<file path="config.mk">
export PLATFORM = sky130hd
export DESIGN_NAME = pqdk_cell
export DESIGN_NICKNAME = d
export VERILOG_FILES = /design/src/sv/priority_queue_decrease_key_assert.svh /design/src/sv/pqdk_pkg.sv /design/src/sv/pqdk_cell.sv
export SDC_FILE = /design/constraint.sdc
export NUM_CORES = 1
export LEC_CHECK = 0
export BUFFER_PORTS_ARGS = -buffer_cell sky130_fd_sc_hd__buf_2
export CORE_AREA = 2 2 122 88
export DETAILED_ROUTE_END_ITERATION = 8
export DIE_AREA = 0 0 124 90
export PLACE_DENSITY = 0.75
export REMOVE_ABC_BUFFERS = 1
export SYNTH_ARGS = -nofsm -noshare
export SYNTH_HDL_FRONTEND = slang
export SYNTH_SLANG_ARGS = --single-unit
</file>
<file path="constraint.sdc">
create_clock -name clk -period 3.5 [get_ports clk]
set_input_delay 0.175 -clock clk [delete_from_list [all_inputs] [get_ports clk]]
set_output_delay 0.175 -clock clk [all_outputs]
set_load 0.05 [all_outputs]
</file>
<file path="src/sv/priority_queue_decrease_key_assert.svh">
// Assertion macros for the priority queue block.
// Used by the top level only; expects clk and arst_n in the including scope.
`ifndef PRIORITY_QUEUE_DECREASE_KEY_ASSERT_SVH
`define PRIORITY_QUEUE_DECREASE_KEY_ASSERT_SVH
`ifndef SYNTHESIS
`define PQDK_ASSERT(lbl, prop) \
	lbl: assert property (@(posedge clk) disable iff (!arst_n) (prop)) \
		else $error("priority queue check failed");
`define PQDK_ASSERT_IMPL(lbl, ante, cons) \
	lbl: assert property (@(posedge clk) disable iff (!arst_n) (ante) |-> (cons)) \
		else $error("priority queue check failed");
`else
`define PQDK_ASSERT(lbl, prop)
`define PQDK_ASSERT_IMPL(lbl, ante, cons)
`endif
`endif

</file>
<file path="src/sv/pqdk_pkg.sv">
// Shared codes for the priority queue: command, status and cell operation codes.
// No dependencies.
package pqdk_pkg;

	localparam logic [2:0] CMD_INSERT       = 3'd0;
	localparam logic [2:0] CMD_DELETE_MIN   = 3'd1;
	localparam logic [2:0] CMD_DECREASE_KEY = 3'd2;
	localparam logic [2:0] CMD_DELETE_ENTRY = 3'd3;
	localparam logic [2:0] CMD_FIND_MIN     = 3'd4;

	localparam logic [2:0] ST_OK           = 3'd0;
	localparam logic [2:0] ST_BAD_HANDLE   = 3'd1;
	localparam logic [2:0] ST_KEY_INCREASE = 3'd2;
	localparam logic [2:0] ST_EMPTY        = 3'd3;
	localparam logic [2:0] ST_FULL         = 3'd4;

	typedef enum logic [1:0] {
		CELL_HOLD,
		CELL_INSERT,
		CELL_REMOVE
	} cell_op_t;

endpackage

</file>
<file path="src/sv/pqdk_cell.sv">
// One cell of the sorted chain: holds one entry and trades it with its neighbors.
// Depends on pqdk_pkg for the cell operation codes.
module pqdk_cell #(
	parameter int KEY_BITS     = 32,
	parameter int PAYLOAD_BITS = 16,
	parameter int HANDLE_BITS  = 6
) (
	input  logic                       clk,
	input  logic                       arst_n,
	input  pqdk_pkg::cell_op_t         op,
	input  logic signed [KEY_BITS-1:0] new_key,
	input  logic [PAYLOAD_BITS-1:0]    new_pay,
	input  logic [HANDLE_BITS-1:0]     new_hnd,
	input  logic [HANDLE_BITS-1:0]     match_hnd,
	input  logic signed [KEY_BITS-1:0] prev_key,
	input  logic [PAYLOAD_BITS-1:0]    prev_pay,
	input  logic [HANDLE_BITS-1:0]     prev_hnd,
	input  logic                       prev_valid,
	input  logic                       prev_le,
	input  logic                       prev_after,
	input  logic signed [KEY_BITS-1:0] next_key,
	input  logic [PAYLOAD_BITS-1:0]    next_pay,
	input  logic [HANDLE_BITS-1:0]     next_hnd,
	input  logic                       next_valid,
	output logic signed [KEY_BITS-1:0] key,
	output logic [PAYLOAD_BITS-1:0]    pay,
	output logic [HANDLE_BITS-1:0]     hnd,
	output logic                       valid,
	output logic                       le,
	output logic                       match,
	output logic                       after,
	output logic                       inc
);

	logic signed [KEY_BITS-1:0] key_q;
	logic [PAYLOAD_BITS-1:0]    pay_q;
	logic [HANDLE_BITS-1:0]     hnd_q;
	logic                       valid_q;

	// The new entry goes behind every cell whose key is less than or equal to it.
	assign le    = valid_q && (key_q <= new_key);
	assign match = valid_q && (hnd_q == match_hnd);
	assign after = prev_after | match;
	assign inc   = match && (new_key > key_q);

	assign key   = key_q;
	assign pay   = pay_q;
	assign hnd   = hnd_q;
	assign valid = valid_q;

	always_ff @(posedge clk or negedge arst_n) begin
		if (!arst_n) begin
			valid_q <= 1'b0;
		end else begin
			unique case (op)
				pqdk_pkg::CELL_INSERT: valid_q <= valid_q | prev_valid;
				pqdk_pkg::CELL_REMOVE: if (after) valid_q <= next_valid;
				default: ;
			endcase
		end
	end

	always_ff @(posedge clk) begin
		unique case (op)
			pqdk_pkg::CELL_INSERT: begin
				if (!le) begin
					if (prev_le) begin
						key_q <= new_key;
						pay_q <= new_pay;
						hnd_q <= new_hnd;
					end else begin
						key_q <= prev_key;
						pay_q <= prev_pay;
						hnd_q <= prev_hnd;
					end
				end
			end
			pqdk_pkg::CELL_REMOVE: begin
				if (after) begin
					key_q <= next_key;
					pay_q <= next_pay;
					hnd_q <= next_hnd;
				end
			end
			default: ;
		endcase
	end

endmodule
</file>
==> results of run 1 <==
metrics by stage:
stage / power [mW] / util, % / cell area (um^2) / worst slack [ns] / setup TNS [ns]
finish: 2.03 / 51.6 / 5200 / 0.672 / 0
CTS: 2.06 / 51.6 / 5200 / 0.683 / 0
global route: 2.13 / 51.6 / 5200 / 0.466 / 0
global placement: 1.47 / 49.9 / 5030 / 0.792 / 0
floorplan: 1.25 / - / 3630 / -1.21 / -94.62
detailed placement: 1.49 / 49.9 / 5030 / 0.690 / 0
area by class of cell:
| class | instances | area, um^2 | share of cell area [%] |
|---|---|---|---|
| clock inverters | 3 | 38.8 | 0.746 |
| flip-flops and latches | 55 | 1650 | 31.6 |
| multi-input cells | 267 | 1880 | 36.1 |
| clock buffers | 5 | 125 | 2.41 |
| well taps | 132 | 165 | 3.17 |
| repair buffers | 240 | 1220 | 23.5 |
| inverters | 34 | 128 | 2.45 |
synthesized netlist by cell type, drive strengths merged (2+ instances only):
| cell type | n |
|---|---|
| ha | 32 |
| edfxtp | 54 |
| mux2i | 54 |
| nand2 | 62 |
| nand4 | 7 |
| a21oi | 11 |
| nor4 | 2 |
| xnor2 | 3 |
| nor2 | 10 |
| nand3 | 6 |
| a2111oi | 2 |
| buf | 5 |
| nor2b | 2 |
| inv | 34 |
| clkbuf | 13 |
| a211oi | 3 |
| o21ai | 59 |
| o211ai | 2 |
| xor2 | 3 |
per-layer routing:
| metal | vias to the layer above | GRT usage [%] | routed length (um) |
|---|---|---|---|
| met4 | 0 | 3.37 | 61 |
| met5 | - | 0 | 0 |
| met3 | 5 | 4.63 | 823 |
| met2 | 136 | 31.1 | 5010 |
| met1 | 1609 | 22.6 | 4560 |
| li1 | 1799 | - | - |
worst paths after layout:
kind                       endpoint  slack (ns)  startpoint  cells past startpoint
hold reg to reg               valid        0.72       valid                      2
hold / removal                valid        0.14       op[1]                      2
setup / recovery             pay[6]        0.67     key[19]                     10
min in group asynchronous     valid        0.19      arst_n                      2
setup reg to reg             pay[6]        0.67     key[19]                     10
max in group asynchronous     valid        3.23      arst_n                      2
where the power goes:
group          switching (mW)  internal (mW)
clock                   0.231          0.334
combinational           0.422          0.218
sequential             0.0259          0.802
worst reg2reg max path: stages (launching register included):
cell       delay [ns]
edfxtp_1         0.38
inv_1            0.07
ha_1             0.23
a21oi_1          0.15
o21ai_0          0.15
a2111oi_0        0.47
nor2_1           0.13
nor3_4           0.24
a211oi_2         0.12
o2bb2ai_4        0.13
buf_4            0.40
kinds of logic after synthesis:
logic type                 Yosys count  synth area share [%]
AOI/OAI and AO/OA                   80                  12.0
DFF                                 55                  44.4
xor gates and xnor gates             6                  1.42
and+or+nand+nor                     95                  11.4
buffers and inverters               52                  5.44
adders and majority gates           32                  10.8
muxes                               54                  14.6
what timing repair did:
action                                 4_1_cts  5_1_grt
resized for setup                            0        0
hold buffers                                 1        0
endpoints found under the hold margin        1        0
registers in the layout (all words and copies together), names as in the netlist:
| signal | count |
|---|---|
| hnd | 6 |
| pay | 16 |
| valid | 1 |
| key | 32 |
==> out/metrics.cfg, run 1 <==
[timing]
fin_skew_ns=0.00629
min_period_ns=2.83
timing.hold.ws_ns=0.136
slew_headroom_pct=37.7
rsz0062_at_grt=false
setup-violations-final=0
tightest_slew_ns=0.935
fmax_ghz=0.354
drv_slew=0
hold_violations=0
finalCritPeriodShare_pct=80.8

[cells_and_area]
final_cells=736
nFillCells=933
nets=811
final_common_cell=buf_2
drive_above_1_share_pct=41.4
final_cell_mix=233 x buf_2, 62 x nand2_1, 58 x o21ai_0
antenna_cells=0
area_growth_pct=40.4

[worst_setup_path]
start_kind=flip-flop
critical-path-top-delay-family=compound AO/OA/AOI/OAI gates
worstPathArrival_ns=2.78
path_cells=inv_1 -> ha_1 -> a21oi_1 -> o21ai_0 -> a2111oi_0 -> nor2_1 -> nor3_4 -> a211oi_2 -> o2bb2ai_4 -> buf_4
cp-end-kind=flip-flop
crit_type=reg2reg
max_stage_delay_ns=0.47
cp.buffers_inverters=2
critPathRequiredTime_ns=3.45
critPathSlowestCell=a2111oi_0
worst-path-max-fanout=33

[drt]
drt_first_pass_iters=5
vias=3549
routedWlPerCell_um=14.2
drt-total-wl_um=10500
drc=0
drtAntennaViolNets=0
drt_iter0_markers=109
viasPerCell=4.82

[yosys]
avgSynthCellArea_um2=9.91
synth_edf_count=54
async_flop_share_pct=1.82
yosys_warnings=0
ys_types=31
synth_area_leader_cell=edfxtp_1
synth_ff_type=edfxtp_1
syn_inst=374
seq_area_frac_synth_pct=44.4
ys_top_cells_by_area=edfxtp_1 44%, mux2i_1 15%, ha_1 11%, o21ai_0 7.8%, nand2_1 6.3%
ys_seq_elements=55
netlist.area_leader.share_pct=43.8
synth_area_um2=3710

[placement]
gp_congestion=0.846
hpwl_um=8480
numPlacedInstances=727
io_buffers=234

[power]
vdd_drop_max_mv=0.162
leakage_nw=2.58
power.density_nw_per_um2=391

[global_routing]
grtUsageTotal_pct=17.9
gr-total-overflow=0
grt_max_degree=58
grt_pass1_vias=3396
antenna_found_initial=0
grt_pass1_wl_um=15900

[clock_network]
clock_path_buffers=2
cts_buffers=5
clk_latency_ns=0.29
tritoncts=yes
cts_sinks=55
cts-htree-levels=2
cts.clk_slew.worst_paths_ns=0.07
clockRootBuffer=clkbuf_16
postCtsSetupRepairBufs=0

[run_status]
status=complete, no violations

[die]
io-pin-count=235
dieWidth_um=124
die_h_um=90
initial_utilization_pct=36.7
dieArea_um2=11200
core-area_um2=10100
rows=31

[hold_path]
hold_path_class=in2reg

[job]
max-cap-violations=0

Note: power is estimated with default switching activity, not from simulation.
==> inputs of run 2 (changes only) <==
--- a/config.mk
+++ b/config.mk
@@ -5,11 +5,12 @@
 export SDC_FILE = /design/constraint.sdc
 export NUM_CORES = 1
 export LEC_CHECK = 0
+export ABC_AREA = 1
 export BUFFER_PORTS_ARGS = -buffer_cell sky130_fd_sc_hd__buf_2
-export CORE_AREA = 2 2 122 88
+export CORE_AREA = 2 2 125 91
 export DETAILED_ROUTE_END_ITERATION = 8
-export DIE_AREA = 0 0 124 90
-export PLACE_DENSITY = 0.75
+export DIE_AREA = 0 0 127 93
+export PLACE_DENSITY = 0.74
 export REMOVE_ABC_BUFFERS = 1
 export SYNTH_ARGS = -nofsm -noshare
 export SYNTH_HDL_FRONTEND = slang
==> constraint.sdc (replaced) <==
create_clock -name clk -period 2.3 [get_ports clk]
set_input_delay 0.115 -clock clk [delete_from_list [all_inputs] [get_ports clk]]
set_output_delay 0.115 -clock clk [all_outputs]
set_load 0.05 [all_outputs]
==> run 2 against run 1 <==
  * Die area is 5.8% higher
  * Non-clock buffer count is 8 higher
  * Routed wire length is 4.4% higher
  * Largest cell class unchanged
  * Via count is 15% higher
==> out/metrics.cfg, run 2 <==
[worst_setup_path]
cp-end-kind=flip-flop
cp.buffers_inverters=2
max_stage_delay_ns=0.41
crit_start=key[25]
critPathSlowestCell=edfxtp_1
critical-path-top-delay-family=simple AND/OR/NAND/NOR gates
start_kind=flip-flop
worst-path-max-fanout=7
worstReg2RegStart=key[25]
critPathRequiredTime_ns=2.30
worstPathArrival_ns=2.19
path_cells=inv_1 -> ha_1 -> a21oi_1 -> o21ai_0 -> nand2_1 -> nand2_1 -> a21oi_2 -> nand2_2 -> nand2_2 -> nand3_2 -> nand2_2 -> nand2_4 -> nand2_8 -> clkbuf_16
crit_type=reg2reg
crit_top_cell=nand2_2

[yosys]
ys_top_cells_by_area=edfxtp_1 41%, nand2_1 15%, ha_1 10%, inv_1 9.8%, o21ai_0 8.4%
ys_types=27
netlist.area_leader.share_pct=41.0
yosys_warnings=0
synth_ff_type=edfxtp_1
seq_area_frac_synth_pct=41.7
syn_inst=533
synth_area_um2=3950
ys_seq_elements=55
yosysMostFrequentCell=nand2_1
synth_area_leader_cell=edfxtp_1
async_flop_share_pct=1.82
synth_edf_count=54
avgSynthCellArea_um2=7.41
synthTopCellsByCount=157 x nand2_1, 103 x inv_1, 66 x o21ai_0

[timing]
fin_skew_ns=0.00537
fin_ws_ns=0.119
fmax_ghz=0.459
setup-violations-final=0
min_period_ns=2.18
drv_slew=0
hold_violations=0
slew_headroom_pct=73.1
rsz0062_at_grt=true
finalCritPeriodShare_pct=94.8
tightest_slew_ns=0.403

[die]
dieWidth_um=127
core-area_um2=10700
initial_utilization_pct=37.1
io-pin-count=235
rows=32
dieArea_um2=11800
die_h_um=93

[placement]
io_buffers=234
place_ws_ns=-0.00868
gp_congestion=0.798
hpwl_um=8370
numPlacedInstances=884
placed_area_um2=5290

[run_status]
status=complete, no violations

[global_routing]
grt_max_degree=109
antenna_found_initial=0
grt_pass1_wl_um=17100
grt_pass1_vias=3869
gr-total-overflow=0
grtUsageTotal_pct=17.7

[power]
vdd_drop_max_mv=0.313
power.density_nw_per_um2=545
leakage_nw=3.01

[drt]
drt_first_pass_iters=4
drtAntennaViolNets=0
routedWlPerCell_um=12.1
drt_iter0_markers=121
drt-total-wl_um=10900
viasPerCell=4.52
drc=0
vias=4071

[clock_network]
clockRootBuffer=clkbuf_16
clock_path_buffers=2
cts.clk_slew.worst_paths_ns=0.07
cts_sinks=55
tritoncts=yes
clk_latency_ns=0.28
cts-htree-levels=2
cts_buffers=5

[hold_path]
hold_path_class=in2reg
worstHoldStart=next_valid

[cells_and_area]
antenna_cells=0
largest_reg_flops=32
nets=972
final_common_cell=buf_2
final_cells=901
drive_above_1_share_pct=39.2
final_area_um2=5780
final_cell_mix=232 x buf_2, 147 x nand2_1, 99 x inv_1
area_growth_pct=46.4

[job]
max-cap-violations=0

[run 2: cell types whose count changed after synthesis, sizes merged, moves of 4 or more]
cell / before / now
a21oi: 11 / 15
clkbuf: 13 / 17
inv: 34 / 107
mux2i: 54 / 0
nand2: 62 / 158
nand4: 7 / 3
nor2: 10 / 14
o21ai: 59 / 112
[run 2: routing by layer]
layer / wire, um / GRT usage (%) / part of all wire (%) / vias to the layer above
li1: - / - / - / 2166
met1: 4900 / 22.4 / 45 / 1741
met2: 4920 / 29.9 / 45 / 151
met3: 937 / 5.26 / 8.6 / 13
met4: 152 / 4.12 / 1.4 / 0
met5: 0 / 0 / 0 / -
[run 2: layout make-up]
| cell class | instances | area [um^2] |
|---|---|---|
| clock buffers | 7 | 133 |
| clock inverters | 1 | 5.00 |
| fillers | 1086 | 4870 |
| inverters | 108 | 405 |
| multi-input cells | 346 | 2010 |
| flip-flops and latches | 55 | 1650 |
| well taps | 136 | 170 |
| repair buffers | 248 | 1410 |
[run 2: metrics by stage]
stage | total power, mW | hold slack, ns | util (%) | setup TNS [ns]
floorplan | 1.95 | -0.181 | - | -242.88
global placement | 2.31 | -0.110 | 49.7 | 0
detailed placement | 2.33 | -0.109 | 49.7 | -0.185
CTS | 3.09 | 0.0670 | 51.5 | 0
global route | 3.34 | 0.110 | 54.3 | -0.634
finish | 3.15 | 0.0769 | 54.3 | 0
[run 2: cells by family (layout without fill, tap and decap cells)]
logic type / count (synthesis) / in the layout / share of synthesized area [%]
DFF: 55 / 55 / 41.7
buffers and inverters: 132 / 364 / 12.8
xor gates and xnor gates: 1 / 1 / 0.222
and+or+nand+nor: 180 / 180 / 17.9
adders and majority gates: 32 / 32 / 10.1
AOI/OAI and AO/OA: 133 / 133 / 17.4
[run 2: what timing repair did]
action | in CTS | in global routing
buffers inserted | 0 | 3
endpoints found under the setup margin | 56 | 56
hold buffers | 1 | 0
resized for setup | 7 | 35
gates cloned | 1 | 4
pin swaps | 1 | 11
hold endpoints to repair | 1 | 0
[run 2: worst paths after layout]
check / end / slack (ns) / cells after the start
setup / recovery: key[10] / 0.12 / 14
hold / removal: valid / 0.08 / 3
setup reg to reg: key[10] / 0.12 / 14
hold reg to reg: valid / 0.60 / 2
max in group asynchronous: valid / 2.09 / 2
min in group asynchronous: valid / 0.13 / 2
[run 2: report_power, final]
part	internal [mW]	total, mW	switching [mW]
Combinational	0.421	1.16	0.738
Sequential	1.23	1.27	0.0414
Clock	0.404	0.729	0.325
Total	2.05	3.15	1.10
[run 2: worst min-delay path: cells and delay by family]
| kind | cells | cell delay (ns) |
|---|---|---|
| simple gates | 2 | 0.14 |
| buf+inv | 1 | 0.08 |
==> inputs of run 3 (changes only) <==
--- a/config.mk
+++ b/config.mk
@@ -10,7 +10,7 @@
 export CORE_AREA = 2 2 125 91
 export DETAILED_ROUTE_END_ITERATION = 8
 export DIE_AREA = 0 0 127 93
-export PLACE_DENSITY = 0.74
+export PLACE_DENSITY = 0.71
 export REMOVE_ABC_BUFFERS = 1
 export SYNTH_ARGS = -nofsm -noshare
 export SYNTH_HDL_FRONTEND = slang
==> constraint.sdc (replaced) <==
create_clock -name clk -period 2.2 [get_ports clk]
set_input_delay 0.11 -clock clk [delete_from_list [all_inputs] [get_ports clk]]
set_output_delay 0.11 -clock clk [all_outputs]
set_load 0.05 [all_outputs]
==> run 3 against run 2 <==
  * The run now ends with setup timing left
  * Critical path type unchanged
  * Total power rose by 6.5%
  * First-iteration DRC count increased by 2.5%
  * Cell count is 1.4% higher
  * Routed wire length rose by 1.5%
==> out/metrics.cfg, run 3 (same netlist as run 2, synthesis figures left out) <==
[clock_network]
tritoncts=yes
cts-htree-levels=2
cts_sinks=55
clockRootBuffer=clkbuf_16
cts.clk_slew.worst_paths_ns=0.07
clock_path_buffers=2
clk_latency_ns=0.29
cts_buffers=5

[die]
core-area_um2=10700
die_h_um=93
io-pin-count=235
dieArea_um2=11800
initial_utilization_pct=37.1
dieWidth_um=127
rows=32

[hold_path]
hold_path_class=in2reg

[cells_and_area]
final_common_cell=buf_2
final_cell_mix=231 x buf_2, 145 x nand2_1, 95 x inv_1
area_growth_pct=50.0
final_cells=914
largest_reg_flops=32
drive_above_1_share_pct=41.8
nets=984
postLayoutCoreUtil_pct=55.6

[drt]
drt-total-wl_um=11100
viasPerCell=4.43
vias=4048
wl_met2_um=5210
drtAntennaViolNets=0
top_layer_used=met4
route.layer.met1.wl_um=5060
routedWlPerCell_um=12.1
drc=0
met3WireLength_um=730
drt_iter0_markers=124
drt_first_pass_iters=4

[timing]
tightest_slew_ns=0.580
fin_skew_ns=0.00637
slew_headroom_pct=61.4
drv_slew=0
finalCritPeriodShare_pct=101
fin_ws_ns=-0.0294
rsz0062_at_grt=true
setup-violations-final=41
fmax_ghz=0.449
min_period_ns=2.23
hold_violations=0

[worst_setup_path]
cp-end-kind=flip-flop
critPathRequiredTime_ns=2.21
crit_type=reg2reg
start_kind=flip-flop
worstPathArrival_ns=2.24
worst-path-max-fanout=12

[power]
leakage_nw=3.06
vdd_drop_max_mv=0.295
power.density_nw_per_um2=567

[global_routing]
antenna_found_initial=1
gr-total-overflow=0
grtUsageTotal_pct=17.9
grt_pass1_wl_um=17000
grt_pass1_vias=3725
grt_max_degree=78

[placement]
io_buffers=234
gp_congestion=0.786
hpwl_um=8800
numPlacedInstances=889

[run_status]
status=complete, but fails checks
violations=setup timing

[job]
max-cap-violations=0

==> run 3: cell count changes in the layout (fill, tap and decap cells not counted), sizes merged <==
cell / delta
buf: +14
clkbuf: -4
diode: +1
clkinv: +2
==> run 3: power by group <==
group | total (mW) | switching, mW | internal (mW)
clock network | 0.762 | 0.346 | 0.416
logic | 1.27 | 0.789 | 0.481
registers | 1.33 | 0.0446 | 1.28
==> run 3: cell type report <==
cell class	instances	area (um^2)
Tap cell	136	170
Sequential cell	55	1650
Clock buffer	5	125
Fill cell	1059	4720
Inverter	108	408
Timing Repair Buffer	260	1510
Clock inverter	3	15.0
Antenna cell	1	2.50
Multi-Input combinational cell	346	2050
==> run 3: metrics by stage <==
step / power, mW / hold WS (ns) / instance area (um^2) / setup TNS (ns) / worst slack (ns)
CTS: 3.31 / 0.0617 / 5700 / -2.82 / -0.0967
finish: 3.36 / 0.0670 / 5930 / -0.721 / -0.0294
global route: 3.56 / 0.0719 / 5930 / -10.79 / -0.209
detailed placement: 2.45 / -0.112 / 5330 / -8.48 / -0.166
global placement: 2.43 / -0.113 / 5330 / -6.18 / -0.123
floorplan: 2.04 / -0.186 / 3850 / -253.33 / -2.98
==> run 3: path summary, 6_finish.rpt <==
path                            start      to  slack, ns  cells past startpoint
max in group asynchronous      arst_n   valid       1.99                      2
setup / recovery              key[11]  hnd[1]      -0.03                     15
setup reg to reg              key[11]  hnd[1]      -0.03                     15
hold reg to reg                 valid   valid       0.62                      2
hold / removal             next_valid   valid       0.07                      3
min in group asynchronous      arst_n   valid       0.13                      2
==> run 3: what timing repair did <==
action,4_1_cts,5_1_grt
hold buffers,1,0
pin swaps,2,7
hold endpoints to repair,1,0
resized for setup,25,32
gates cloned,2,1
endpoints found under the setup margin,56,56
buffers inserted,7,7
==> run 3: critical path, cell delays in order (launching register included) <==
cell       delay (ns)
edfxtp_1         0.42
inv_2            0.09
ha_4             0.20
a21oi_2          0.13
nand2_1          0.07
a21oi_2          0.15
nand2_1          0.09
nand2_2          0.08
nand2_2          0.05
nand2_2          0.07
nand3_2          0.07
nand2_2          0.07
nand2_2          0.06
nand2_4          0.09
buf_12           0.13
clkbuf_16        0.16
==> run 3: layer usage <==
layer	vias up	global-route usage, %
met5	-	0
met4	0	4.21
met3	7	4.12
met2	135	31.0
met1	1708	23.0
li1	2198	-
